===== config.mk =====
export PLATFORM = sky130hd
export DESIGN_NAME = pool22_seq
export DESIGN_NICKNAME = d
export VERILOG_FILES = /design/src/sv/pool22_pkg.sv /design/src/sv/pool22_seq.sv
export SDC_FILE = /design/constraint.sdc
export NUM_CORES = 1
export LEC_CHECK = 0
export CAP_MARGIN = 20
export CORE_UTILIZATION = 43
export CTS_CLUSTER_DIAMETER = 40
export DETAILED_ROUTE_END_ITERATION = 16
export DONT_BUFFER_PORTS = 1
export GPL_TIMING_DRIVEN = 0
export SETUP_SLACK_MARGIN = 0.5
export SKIP_CTS_REPAIR_TIMING = 1
export SYNTH_ARGS = -nofsm -noshare
export SYNTH_HDL_FRONTEND = slang
export SYNTH_SLANG_ARGS = --single-unit
export TNS_END_PERCENT = 50

===== constraint.sdc =====
create_clock -name aclk -period 5.9 [get_ports aclk]
set_input_delay 0.885 -clock aclk [delete_from_list [all_inputs] [get_ports aclk]]
set_output_delay 0.885 -clock aclk [all_outputs]
set_load 0.01 [all_outputs]

===== src/sv/pool22_pkg.sv =====
`timescale 1ns / 1ps

package pool22_pkg;

    localparam int CFG_ADDR_BITS = 4;
    localparam int CFG_DATA_BITS = 32;
    localparam int WIDTH_BITS    = 11;
    localparam int HEIGHT_BITS   = 13;
    localparam int ROW_BITS      = 12;
    localparam int HEIGHT_LIMIT  = 4096;

    typedef logic [1:0] reg_idx_t;

    localparam reg_idx_t REG_WIDTH  = 2'd0;
    localparam reg_idx_t REG_HEIGHT = 2'd1;
    localparam reg_idx_t REG_MODE   = 2'd2;

    // what the row of an item means for the window
    typedef enum logic [1:0] {
        KIND_STORE,
        KIND_PAD,
        KIND_FULL
    } row_kind_t;

    typedef struct packed {
        row_kind_t kind;
        logic      col_odd;
        logic      col_last;
        logic      frame_end;
    } item_tag_t;

endpackage


===== src/sv/pool22_seq.sv =====
`timescale 1ns / 1ps

module pool22_seq #(
    parameter int MAX_WIDTH = 1024
) (
    input  logic                                aclk,
    input  logic                                aresetn,
    input  logic                                psel,
    input  logic                                penable,
    input  logic                                pwrite,
    input  logic [pool22_pkg::CFG_ADDR_BITS-1:0] paddr,
    input  logic [pool22_pkg::CFG_DATA_BITS-1:0] pwdata,
    output logic [pool22_pkg::CFG_DATA_BITS-1:0] prdata,
    input  logic                                s_valid,
    input  logic                                stage_ready,
    output logic                                accept,
    output pool22_pkg::item_tag_t               tag,
    output logic                                ram_we,
    output logic                                ram_re,
    output logic [$clog2(MAX_WIDTH)-1:0]        ram_addr,
    output logic                                avg_mode
);

    localparam int WB = $clog2(MAX_WIDTH);
    localparam int HB = pool22_pkg::HEIGHT_BITS;

    logic [pool22_pkg::WIDTH_BITS-1:0] width_reg;
    logic [HB-1:0]                     height_reg;
    logic                              mode_reg;
    logic [WB-1:0]                     col_reg, col_next;
    logic [pool22_pkg::ROW_BITS-1:0]   row_reg, row_next;
    logic [WB:0]                       w_eff;
    logic [HB-1:0]                     h_eff;
    logic                              cfg_wr;
    logic                              col_last, row_last, pad_row;
    pool22_pkg::reg_idx_t              idx;

    assign idx    = paddr[3:2];
    assign cfg_wr = psel && penable && pwrite;

    always_ff @(posedge aclk) begin
        if (!aresetn) begin
            width_reg  <= pool22_pkg::WIDTH_BITS'(2);
            height_reg <= HB'(2);
            mode_reg   <= 1'b0;
        end else if (cfg_wr) begin
            unique case (idx)
                pool22_pkg::REG_WIDTH:  width_reg  <= pwdata[pool22_pkg::WIDTH_BITS-1:0];
                pool22_pkg::REG_HEIGHT: height_reg <= pwdata[HB-1:0];
                pool22_pkg::REG_MODE:   mode_reg   <= pwdata[0];
                default: ;
            endcase
        end
    end

    always_comb begin
        unique case (idx)
            pool22_pkg::REG_WIDTH:  prdata = pool22_pkg::CFG_DATA_BITS'(width_reg);
            pool22_pkg::REG_HEIGHT: prdata = pool22_pkg::CFG_DATA_BITS'(height_reg);
            pool22_pkg::REG_MODE:   prdata = pool22_pkg::CFG_DATA_BITS'(mode_reg);
            default:                prdata = '0;
        endcase
    end

    // out of range sizes are clamped
    always_comb begin
        if (width_reg == '0) begin
            w_eff = (WB + 1)'(1);
        end else if (32'(width_reg) > MAX_WIDTH) begin
            w_eff = (WB + 1)'(MAX_WIDTH);
        end else begin
            w_eff = (WB + 1)'(width_reg);
        end
        if (height_reg == '0) begin
            h_eff = HB'(1);
        end else if (32'(height_reg) > pool22_pkg::HEIGHT_LIMIT) begin
            h_eff = HB'(pool22_pkg::HEIGHT_LIMIT);
        end else begin
            h_eff = height_reg;
        end
    end

    assign col_last = ({1'b0, col_reg} == w_eff - (WB + 1)'(1));
    assign row_last = ({1'b0, row_reg} == h_eff - HB'(1));
    // an odd height leaves a last even row with no partner row below
    assign pad_row  = !row_reg[0] && h_eff[0] && row_last;

    assign accept = s_valid && stage_ready;

    always_comb begin
        col_next = col_reg;
        row_next = row_reg;
        if (cfg_wr) begin
            col_next = '0;
            row_next = '0;
        end else if (accept) begin
            if (col_last) begin
                col_next = '0;
                row_next = row_last ? '0 : row_reg + 1'b1;
            end else begin
                col_next = col_reg + 1'b1;
            end
        end
    end

    always_ff @(posedge aclk) begin
        if (!aresetn) begin
            col_reg <= '0;
            row_reg <= '0;
        end else begin
            col_reg <= col_next;
            row_reg <= row_next;
        end
    end

    always_comb begin
        if (row_reg[0]) begin
            tag.kind = pool22_pkg::KIND_FULL;
        end else if (pad_row) begin
            tag.kind = pool22_pkg::KIND_PAD;
        end else begin
            tag.kind = pool22_pkg::KIND_STORE;
        end
        tag.col_odd   = col_reg[0];
        tag.col_last  = col_last;
        tag.frame_end = col_last && row_last;
    end

    // the upper row entry is written a whole row before it is read back,
    // so a read in the lower row never meets a write to the same entry in flight
    assign ram_we   = accept && (tag.kind == pool22_pkg::KIND_STORE);
    assign ram_re   = accept;
    assign ram_addr = col_reg;
    assign avg_mode = mode_reg;

endmodule


==> summary.txt <==
Synthesis
  • Ranking of synthesized cells by area: dfxtp_1, nand2_1, xnor2_1
  • Part of the Yosys area used for sequential elements: 26.2%
  • Commonest cells post-synth: nand2_1, nor2_1, dfxtp_1
  • Ys Warns: 0
  • FFs w/ async S/R, synth: 0%
  • Count leader, synth: nand2_1
  • Distinct cells, synth: 66
  • Synth Flop Type: dfxtp_1
  • Synth area leader: dfxtp_1
  • Post-synthesis cell area: 0.00359 mm²
  • Post-synth EDFFs: 0
  • Synth top area share: 26.2%
  • #FFs+latches synth: 47
  • Gate Count Post-Synth: 486
  • Syn_area_per_cell: 7.40 µm²

Clocking
  • Clk root buf: clkbuf_8
  • Clock latency on the worst-skew pair: 0.31 ns
  • CTS tree: yes
  • TritonCTS Buffers: 5
  • CTS sink cnt: 47
  • H-tree Lvls: 2
  • Clock Tree Buf Depth: 2
  • CTS clk-pin slew, worst paths: 0.11 ns

Final layout
  • N_diodes: 0
  • Sequential cell area: 941 µm²
  • Layout net count: 562
  • Area Growth Syn to Fin: 10.7%
  • # fillers: 788
  • Finished Core Util: 50.4%
  • Area of the multi-input gates: 0.00240 mm²
  • Max reg flops: 13
  • Layout cell share with drive strength beyond 1: 11.8%

STA
  • Actual slew at the worst max-slew pin: 0.823 ns
  • Fin crit share: 87.2%
  • Worst Skew: 0.0177 ns
  • Final hold violations: 0
  • Setup_tns: 0 ns
  • RSZ-0062 raised after global routing: yes
  • Max-slew violations: 0
  • Setup violations, final: 0
  • Max-Slew Margin vs Limit: 44.7%
  • Min cycle time layout: 5.15 ns
  • Max Fclk: 194 MHz

Global route
  • Largest net degree at the start of global routing: 17
  • First-pass GRT wire length: 16,000 µm
  • Overflow after GRT: 0
  • Vias in the first global route: 3,110
  • Initial antenna violation count: 0
  • Total track usage: 23.2%

Setup path
  • Worst-path cell chain: clkbuf_2, or4_1, buf_2, nor2_1, and3_1, o21ai_0, ha_1, clkbuf_2, or4b_2, or3_1, nand3_1, nand4_1, nor4_4, nand4_4, nor3_2
  • Crit path top cell by count: clkbuf_2
  • Cell family with most CP delay: simple AND/OR/NAND/NOR gates
  • Crit path DAT: 4.26 ns
  • Slowest stage delay, CP: 0.69 ns
  • Crit path max fanout: 10
  • Startpoint types: flop
  • Setup CP Type: flop to output port
  • Slowest cell on crit path: or4b_2
  • Critical Path End Type: output port
  • Worst path required time: 5.02 ns
  • Critical path buffers and inverters: 3

Floorplan
  • Die height: 93.4 µm
  • Die span in x: 93.4 µm
  • DIE AREA: 0.00873 mm²
  • Initial Utilization: 45.6%
  • # IOs: 94
  • Core ar.: 0.00789 mm²
  • Num rows: 32

Placement
  • IO buf count: 0
  • RePlAce Congestion: 0.901
  • Post-DP HPWL: 7270 µm

Route
  • Via Count: 3,493
  • Via-to-Cell Ratio: 5.66
  • Post-Route WL: 9630 µm
  • DRT antenna net count: 0
  • Detailed router's first-iteration violation count: 246
  • DRT Pass-1 Iters: 5
  • WL/cell: 15.6 µm
  • DR DRC count: 0

Outcome
  • Status: finished, final reports clean

Worst hold path
  • Hold Path Class: flop to flop

Power and ir drop
  • P per Cell Area: 170 mW/mm²
  • Static leakage: 1.47 nW
  • Peak supply drop: 115 µV
  • Final total power: 676 µW

Job
  • MaxCap Viol Count: 0
[per-stage QoR]
| step | cell area (µm²) | worst slack [ns] | std cells | hold slack (ns) |
|---|---|---|---|---|
| 2_1_floorplan | 3660 | 1.38 | 504 | 0.473 |
| 3_3_place_gp | 3790 | 0.638 | 606 | 0.495 |
| 3_5_place_dp | 3790 | 0.595 | 606 | 0.507 |
| 4_1_cts | 3910 | 0.239 | 614 | 0.519 |
| 5_1_grt | 3980 | 0.543 | 617 | 0.582 |
| 6_report | 3980 | 0.753 | 617 | 0.513 |
[routing by layer]
metal	global-route usage (%)	share of wire [%]	vias up
li1	-	-	1745
met1	32.3	49	1600
met2	36.3	43	134
met3	4.80	6.4	14
met4	5.51	1.5	0
met5	0	0	-
[worst paths after layout]
path                                            startpoint                  endpoint  slack, ns  cells after the start
worst max-delay path            height_reg[6]$_SDFFE_PN0P_                    tag[3]       0.75                     15
worst min-delay path               row_reg[1]$_SDFFE_PP0P_   row_reg[1]$_SDFFE_PP0P_       0.51                      2
worst max register to register  height_reg[6]$_SDFFE_PN0P_  row_reg[11]$_SDFFE_PP0P_       1.35                     18
worst min register to register     row_reg[1]$_SDFFE_PP0P_   row_reg[1]$_SDFFE_PP0P_       0.51                      2
[placed cells by master, fill, tap and decap left out, types with 6 or more instances in the layout]
cell type / netlist / final
nor2b_1: 9 / 9
nand4_1: 8 / 8
nor4_1: 11 / 10
xnor2_1: 21 / 20
nor3_1: 20 / 18
xor2_1: 6 / 6
or4_1: 7 / 7
conb_1: 1 / 19
mux2i_1: 12 / 12
nand3_1: 19 / 19
dfxtp_1: 47 / 47
buf_4: 23 / 26
a21oi_1: 14 / 14
o21ai_0: 10 / 10
nor2_1: 48 / 47
a21boi_0: 23 / 23
nand2_1: 74 / 74
and3_1: 7 / 7
clkbuf_1: 28 / 24
inv_1: 15 / 15
[where the power goes]
part	switching (mW)	total, mW	internal [mW]	leakage [nW]
Combinational	0.0575	0.0982	0.0407	1.04
Sequential	0.00551	0.326	0.320	0.379
Clock	0.124	0.252	0.128	0.0548
Total	0.187	0.676	0.489	1.47
[area by class of cell]
| class | instances | area share, % |
|---|---|---|
| buffer | 55 | 7.74 |
| tap | 102 | 3.21 |
| clock buffer | 5 | 1.73 |
| sequential | 47 | 23.7 |
| multi-input combinational | 386 | 60.4 |
| clock inverter | 3 | 1.16 |
| timing repair buffer | 3 | 0.566 |
| inverter | 16 | 1.51 |
[logic make-up (layout without fill, tap and decap cells)]
family	Yosys count	after routing	share of synthesized area, %
DFF	47	47	26.2
AOI/OAI and AO/OA	94	94	19.7
muxes	12	12	3.34
other	1	19	0.104
adders and majority gates	5	5	1.74
xor gates and xnor gates	27	27	6.58
buffers and inverters	71	82	10.1
and+or+nand+nor	229	229	32.3
[tightest hold or removal path, delay by kind of cell (launching register included)]
kind | cells | cell delay, ns
compound gates | 1 | 0.05
flops | 1 | 0.36
simple gates | 1 | 0.07
Power figures use the tool's default switching activity.
