`src/sv/pool22_pkg.sv`:
```
`timescale 1ns / 1ps

package pool22_pkg;

    localparam int CFG_ADDR_BITS = 4;
    localparam int CFG_DATA_BITS = 32;
    localparam int WIDTH_BITS    = 11;
    localparam int HEIGHT_BITS   = 13;
    localparam int ROW_BITS      = 12;
    localparam int HEIGHT_LIMIT  = 4096;

    typedef logic [1:0] reg_idx_t;

    localparam reg_idx_t REG_WIDTH  = 2'd0;
    localparam reg_idx_t REG_HEIGHT = 2'd1;
    localparam reg_idx_t REG_MODE   = 2'd2;

    // what the row of an item means for the window
    typedef enum logic [1:0] {
        KIND_STORE,
        KIND_PAD,
        KIND_FULL
    } row_kind_t;

    typedef struct packed {
        row_kind_t kind;
        logic      col_odd;
        logic      col_last;
        logic      frame_end;
    } item_tag_t;

endpackage

```
`src/sv/pool22_calc.sv`:
```
`timescale 1ns / 1ps

module pool22_calc #(
    parameter int SAMPLE_BITS = 16
) (
    input  logic                   aclk,
    input  logic                   aresetn,
    input  logic                   accept,
    input  pool22_pkg::item_tag_t  tag,
    input  logic [SAMPLE_BITS-1:0] sample,
    input  logic [SAMPLE_BITS-1:0] upper,
    input  logic                   avg_mode,
    output logic                   stage_ready,
    output logic                   out_valid,
    output logic [SAMPLE_BITS-1:0] out_value,
    output logic                   out_last,
    input  logic                   out_ready
);

    localparam int SB = SAMPLE_BITS;

    logic                  s1_valid_reg;
    pool22_pkg::item_tag_t tag_reg;
    logic signed [SB-1:0]  x_reg;
    logic signed [SB-1:0]  left_reg, left_next;
    logic signed [SB-1:0]  uleft_reg, uleft_next;
    logic                  out_valid_reg, out_valid_next;
    logic [SB-1:0]         out_value_reg;
    logic                  out_last_reg;
    logic signed [SB-1:0]  top;
    logic signed [SB+1:0]  sum4, sum_pad;
    logic signed [SB:0]    sum2;
    logic signed [SB-1:0]  max_a, max_b, max_pair;
    logic signed [SB-1:0]  val;
    logic                  emit, out_free, fire;

    assign top      = upper;
    assign out_free = !out_valid_reg || out_ready;
    assign fire     = s1_valid_reg && out_free;
    assign stage_ready = !s1_valid_reg || out_free;

    assign sum4    = (SB + 2)'(uleft_reg) + (SB + 2)'(top) + (SB + 2)'(left_reg)
                   + (SB + 2)'(x_reg);
    assign sum_pad = (SB + 2)'(left_reg) + (SB + 2)'(x_reg);
    assign sum2    = (SB + 1)'(top) + (SB + 1)'(x_reg);
    assign max_a   = (uleft_reg > top) ? uleft_reg : top;
    assign max_b   = (left_reg > x_reg) ? left_reg : x_reg;
    assign max_pair = (top > x_reg) ? top : x_reg;

    always_comb begin
        emit       = 1'b0;
        val        = x_reg;
        left_next  = left_reg;
        uleft_next = uleft_reg;
        unique case (tag_reg.kind)
            pool22_pkg::KIND_FULL: begin
                if (tag_reg.col_odd) begin
                    emit = 1'b1;
                    val  = avg_mode ? SB'(sum4 >>> 2) : ((max_a > max_b) ? max_a : max_b);
                end else if (tag_reg.col_last) begin
                    emit = 1'b1;
                    val  = avg_mode ? SB'(sum2 >>> 1) : max_pair;
                end else begin
                    left_next  = x_reg;
                    uleft_next = top;
                end
            end
            pool22_pkg::KIND_PAD: begin
                // missing lower row: zero for average, ignored for max
                if (tag_reg.col_odd) begin
                    emit = 1'b1;
                    val  = avg_mode ? SB'(sum_pad >>> 2) : max_b;
                end else if (tag_reg.col_last) begin
                    emit = 1'b1;
                    val  = avg_mode ? (x_reg >>> 1) : x_reg;
                end else begin
                    left_next = x_reg;
                end
            end
            default: ;
        endcase
    end

    assign out_valid_next = (out_valid_reg && !out_ready) || (fire && emit);

    always_ff @(posedge aclk) begin
        if (!aresetn) begin
            s1_valid_reg  <= 1'b0;
            out_valid_reg <= 1'b0;
            left_reg      <= '0;
            uleft_reg     <= '0;
        end else begin
            if (stage_ready) begin
                s1_valid_reg <= accept;
            end
            out_valid_reg <= out_valid_next;
            if (fire) begin
                left_reg  <= left_next;
                uleft_reg <= uleft_next;
            end
        end
    end

    always_ff @(posedge aclk) begin
        if (accept) begin
            tag_reg <= tag;
            x_reg   <= sample;
        end
        if (fire && emit) begin
            out_value_reg <= val;
            out_last_reg  <= tag_reg.frame_end;
        end
    end

    assign out_valid = out_valid_reg;
    assign out_value = out_value_reg;
    assign out_last  = out_last_reg;

endmodule

```
`config.mk`:
```
export PLATFORM = sky130hd
export DESIGN_NAME = pool22_calc
export DESIGN_NICKNAME = d
export VERILOG_FILES = /design/src/sv/pool22_pkg.sv /design/src/sv/pool22_calc.sv
export SDC_FILE = /design/constraint.sdc
export NUM_CORES = 1
export LEC_CHECK = 0
export CAP_MARGIN = 20
export CORE_ASPECT_RATIO = 1.25
export CORE_UTILIZATION = 60
export CTS_CLUSTER_SIZE = 20
export DETAILED_ROUTE_END_ITERATION = 10
export DONT_BUFFER_PORTS = 1
export PLACE_DENSITY = 0.82
export RECOVER_POWER = 50
export REMOVE_ABC_BUFFERS = 1
export SLEW_MARGIN = 20
export SYNTH_ARGS = -nofsm -noshare
export SYNTH_HDL_FRONTEND = slang
export SYNTH_SLANG_ARGS = --single-unit
export TNS_END_PERCENT = 30
```
`constraint.sdc`:
```
create_clock -name aclk -period 12.4 [get_ports aclk]
set_clock_uncertainty 0.2 [all_clocks]
set_input_delay 0.62 -clock aclk [delete_from_list [all_inputs] [get_ports aclk]]
set_output_delay 0.62 -clock aclk [all_outputs]
set_load 0.1 [all_outputs]
```
==> flow_metrics.env <==
export IMPL_fp_dieW_um=108.7
export IMPL_critPathKind="reg -> reg"
export IMPL_start_util_pct=61.49
export IMPL_clkTransAtPathRegs_ns=0.07
export IMPL_internal_power_uw=570.5
export IMPL_max_freq_mhz=156.7
export IMPL_multiInputGateArea_mm2=0.006332
export IMPL_fin_crit_sh_pct=51.46
export IMPL_cts_buffers=9
export IMPL_n_fill_cell=1189
export IMPL_ys_warn_count=0
export IMPL_cts_repair_resized=0
export IMPL_crit_path_end_kind="flip-flop"
export IMPL_vias=7954
export IMPL_cts_buffer_depth=2
export IMPL_irDropWorstVdd_v=0.00008975
export IMPL_num_io_pins=61
export IMPL_route_detailed_drc=0
export IMPL_setup_worst_path_start="uleft_reg[15]$_SDFFE_PN0P_"
export IMPL_placed_area_mm2=0.008696
export IMPL_fin_area_mm2=0.008992
export IMPL_timing_rr_start="uleft_reg[15]$_SDFFE_PN0P_"
export IMPL_die_h_um=135.3
export IMPL_grt_pass1_wl_um=45250
export IMPL_p_sw_share_pct=40.81
export IMPL_viasPerCell=6.881
export IMPL_syn_avg_cell_area_um2=8.652
export IMPL_synth_ff_type="edfxtp_1"
export IMPL_yosysSeqAreaShare_pct=21.36
export IMPL_r2r_slack_ns=6.02
export IMPL_outcome="finished clean"
export IMPL_p_comb_share_pct=39.6
export IMPL_tightest_slew_ns=1.219
export IMPL_relSlewSlack_pct=18.04
export IMPL_ys_seq_elements=72
export IMPL_drt_first_iter_violations=930
export IMPL_post_cts_setup_buffers=0
export IMPL_cts_tree="done"
export IMPL_gp_congestion=1.010
export IMPL_wl_um=30510
export IMPL_hold_ws_ns=0.1505
export IMPL_p_per_area_mw_per_mm2=107.2
export IMPL_grt_antenna_before_repair=0
export IMPL_seq_power_share_pct=31.7
export IMPL_dp_hpwl_um=22800
export IMPL_yosysUniqueCellTypes=87
export IMPL_min_from="sample[0]"
export IMPL_p_sw_uw=393.3
export IMPL_whs_path_depth=0
export IMPL_hold_buffers=0
export IMPL_cts_root_buf="clkbuf_16"
export IMPL_slew_viol_final=0
export IMPL_final_nets=1165
export IMPL_antenna_cells=0
export IMPL_layout_min_cycle_time_ns=6.381
export IMPL_worstPathMaxFanout=17
export IMPL_power_frac_clock_pct=28.7
export IMPL_hold_path_end="x_reg[0]$_DFFE_PP_"
export IMPL_antenna_left=0
export IMPL_ff2ff_path_depth=20
export IMPL_grt_pass1_vias=7721
export IMPL_crit_arrival_ns=6.42
export IMPL_async_reset_ff_share_pct=0
export IMPL_layout_drive_gt1_share_pct=5.301
export IMPL_design_core_area_mm2=0.01387
export IMPL_syn_to_final_growth_pct=5.412
export IMPL_hold_class="in -> reg"
export IMPL_power_leakage_uw=0.003830
export IMPL_hold_viol_final=0
export IMPL_timing_rr_end="out_value[13]$_DFFE_PP_"
export IMPL_rows=48
export IMPL_clock_latency_ns=0.36
export IMPL_rsz0062_at_grt="false"
export IMPL_synth_edf_count=38
export IMPL_tns_ns=0
export IMPL_synthCells=986
export IMPL_fin_util_pct=64.82
export IMPL_final_common_cell="nand2_1"
export IMPL_overflow=0
export IMPL_grt_use_total_pct=42.75
export IMPL_drv_cap=0
export IMPL_io_buffers=0
export IMPL_synth_area_mm2=0.008531
export IMPL_final_cell_mix="nand2_1 (128), ha_1 (113), inv_1 (67), a21oi_1 (66), nor2_1 (63)"
export IMPL_post_drt_wl_per_cell_um=26.39
export IMPL_seqCellArea_mm2=0.001822
export IMPL_die_area_mm2=0.01470
export IMPL_grt_max_degree=40
export IMPL_required_ns=12.44
export IMPL_finalSetupViolations=0
export IMPL_clock_sinks=72
export IMPL_start_kind="flip-flop"
export IMPL_cts_max_level=3
export IMPL_dr_pass1_iters=5
[final cells by class]
cell class                 count  share of cell area, %
multi-input combinational    816                  70.42
tap                          175                  2.435
clock buffer                  10                  2.546
timing repair buffer           9                 0.7514
clock inverter                 6                 0.7514
sequential                    72                  20.26
inverter                      68                  2.838
[worst max-delay path by stage]
stage / end / slack [ns] / cells after the start
final: out_value[13]$_DFFE_PP_ / 6.02 / 20
after global routing: out_value[13]$_DFFE_PP_ / 5.76 / 20
after CTS: out_value[13]$_DFFE_PP_ / 6.27 / 20
after detailed placement: out_value[13]$_DFFE_PP_ / 6.09 / 21
after global placement: out_value[13]$_DFFE_PP_ / 6.14 / 21
after floorplan: out_value[1]$_DFFE_PP_ / 6.75 / 18
[synth_stat cells (12+ instances only)]
cell	count	area share [%]
ha_1	113	17
xnor2_1	29	3.0
o211ai_1	12	1.1
nor2_1	64	2.8
mux2i_1	44	5.2
o21ai_0	40	2.3
a21boi_0	35	3.1
fa_1	34	8.0
nor2b_1	14	1.0
nand3_1	19	1.1
inv_1	67	2.9
clkbuf_1	19	0.84
nand4_1	15	1.1
nand2b_1	13	0.95
nand2_1	128	5.6
a22oi_1	12	1.1
dfxtp_1	34	8.0
a21oi_1	66	3.9
edfxtp_1	38	13
[cells by family (layout without fill, tap and decap cells)]
| family | after synthesis | count (layout) | synth area share (%) |
|---|---|---|---|
| buffers and inverters | 98 | 93 | 4.576 |
| flip-flops | 72 | 72 | 21.36 |
| multiplexers | 54 | 54 | 6.556 |
| AO/OA/AOI/OAI | 279 | 279 | 22.66 |
| adder cells (fa/ha/maj) | 147 | 147 | 24.55 |
| AND/OR/NAND/NOR | 300 | 300 | 16.60 |
| XOR/XNOR | 36 | 36 | 3.696 |
[power by group through the flow]
stage	Clock [µW]	Sequential (µW)	Combinational, µW
2_1_floorplan	0	304	266
3_3_place_gp	0	310	363
3_5_place_dp	0	310	366
4_1_cts	278	305	370
5_1_grt	283	307	409
6_report	276	306	381
[critical path, stage by stage (launching register included)]
cell and delay, ns:
dfxtp_1 0.42, ha_1 0.41, nand4_1 0.28, nor4_1 0.87
a21boi_0 0.31, nand4b_1 0.18, mux2i_2 0.21, buf_4 0.34
mux2i_1 0.38, inv_1 0.09, ha_1 0.31, a21oi_1 0.14
o21ai_0 0.11, a41o_1 0.25, nor4b_1 0.51, nor2_1 0.25
buf_4 0.26, nor2_1 0.24, a22oi_1 0.10, a211oi_1 0.24
a211o_1 0.12
[per-stage QoR]
step,worst slack [ns],total power [µW],std cells
2_1_floorplan,6.751,569.9,956
4_1_cts,6.266,953.1,1156
3_5_place_dp,6.092,676.9,1140
3_3_place_gp,6.141,673.7,1140
5_1_grt,5.762,999.6,1156
6_report,6.019,963.8,1156
[per-layer routing]
metal	vias to the layer above	share of wire, %	track usage [%]	wire, µm
met5	-	0	0	0
met4	0	7.9	30.86	2419
met3	121	9.1	9.139	2761
met2	479	46	67.44	14100
met1	3778	37	51.01	11230
li1	3576	-	-	-
Note: power is estimated with default switching activity, not from simulation.
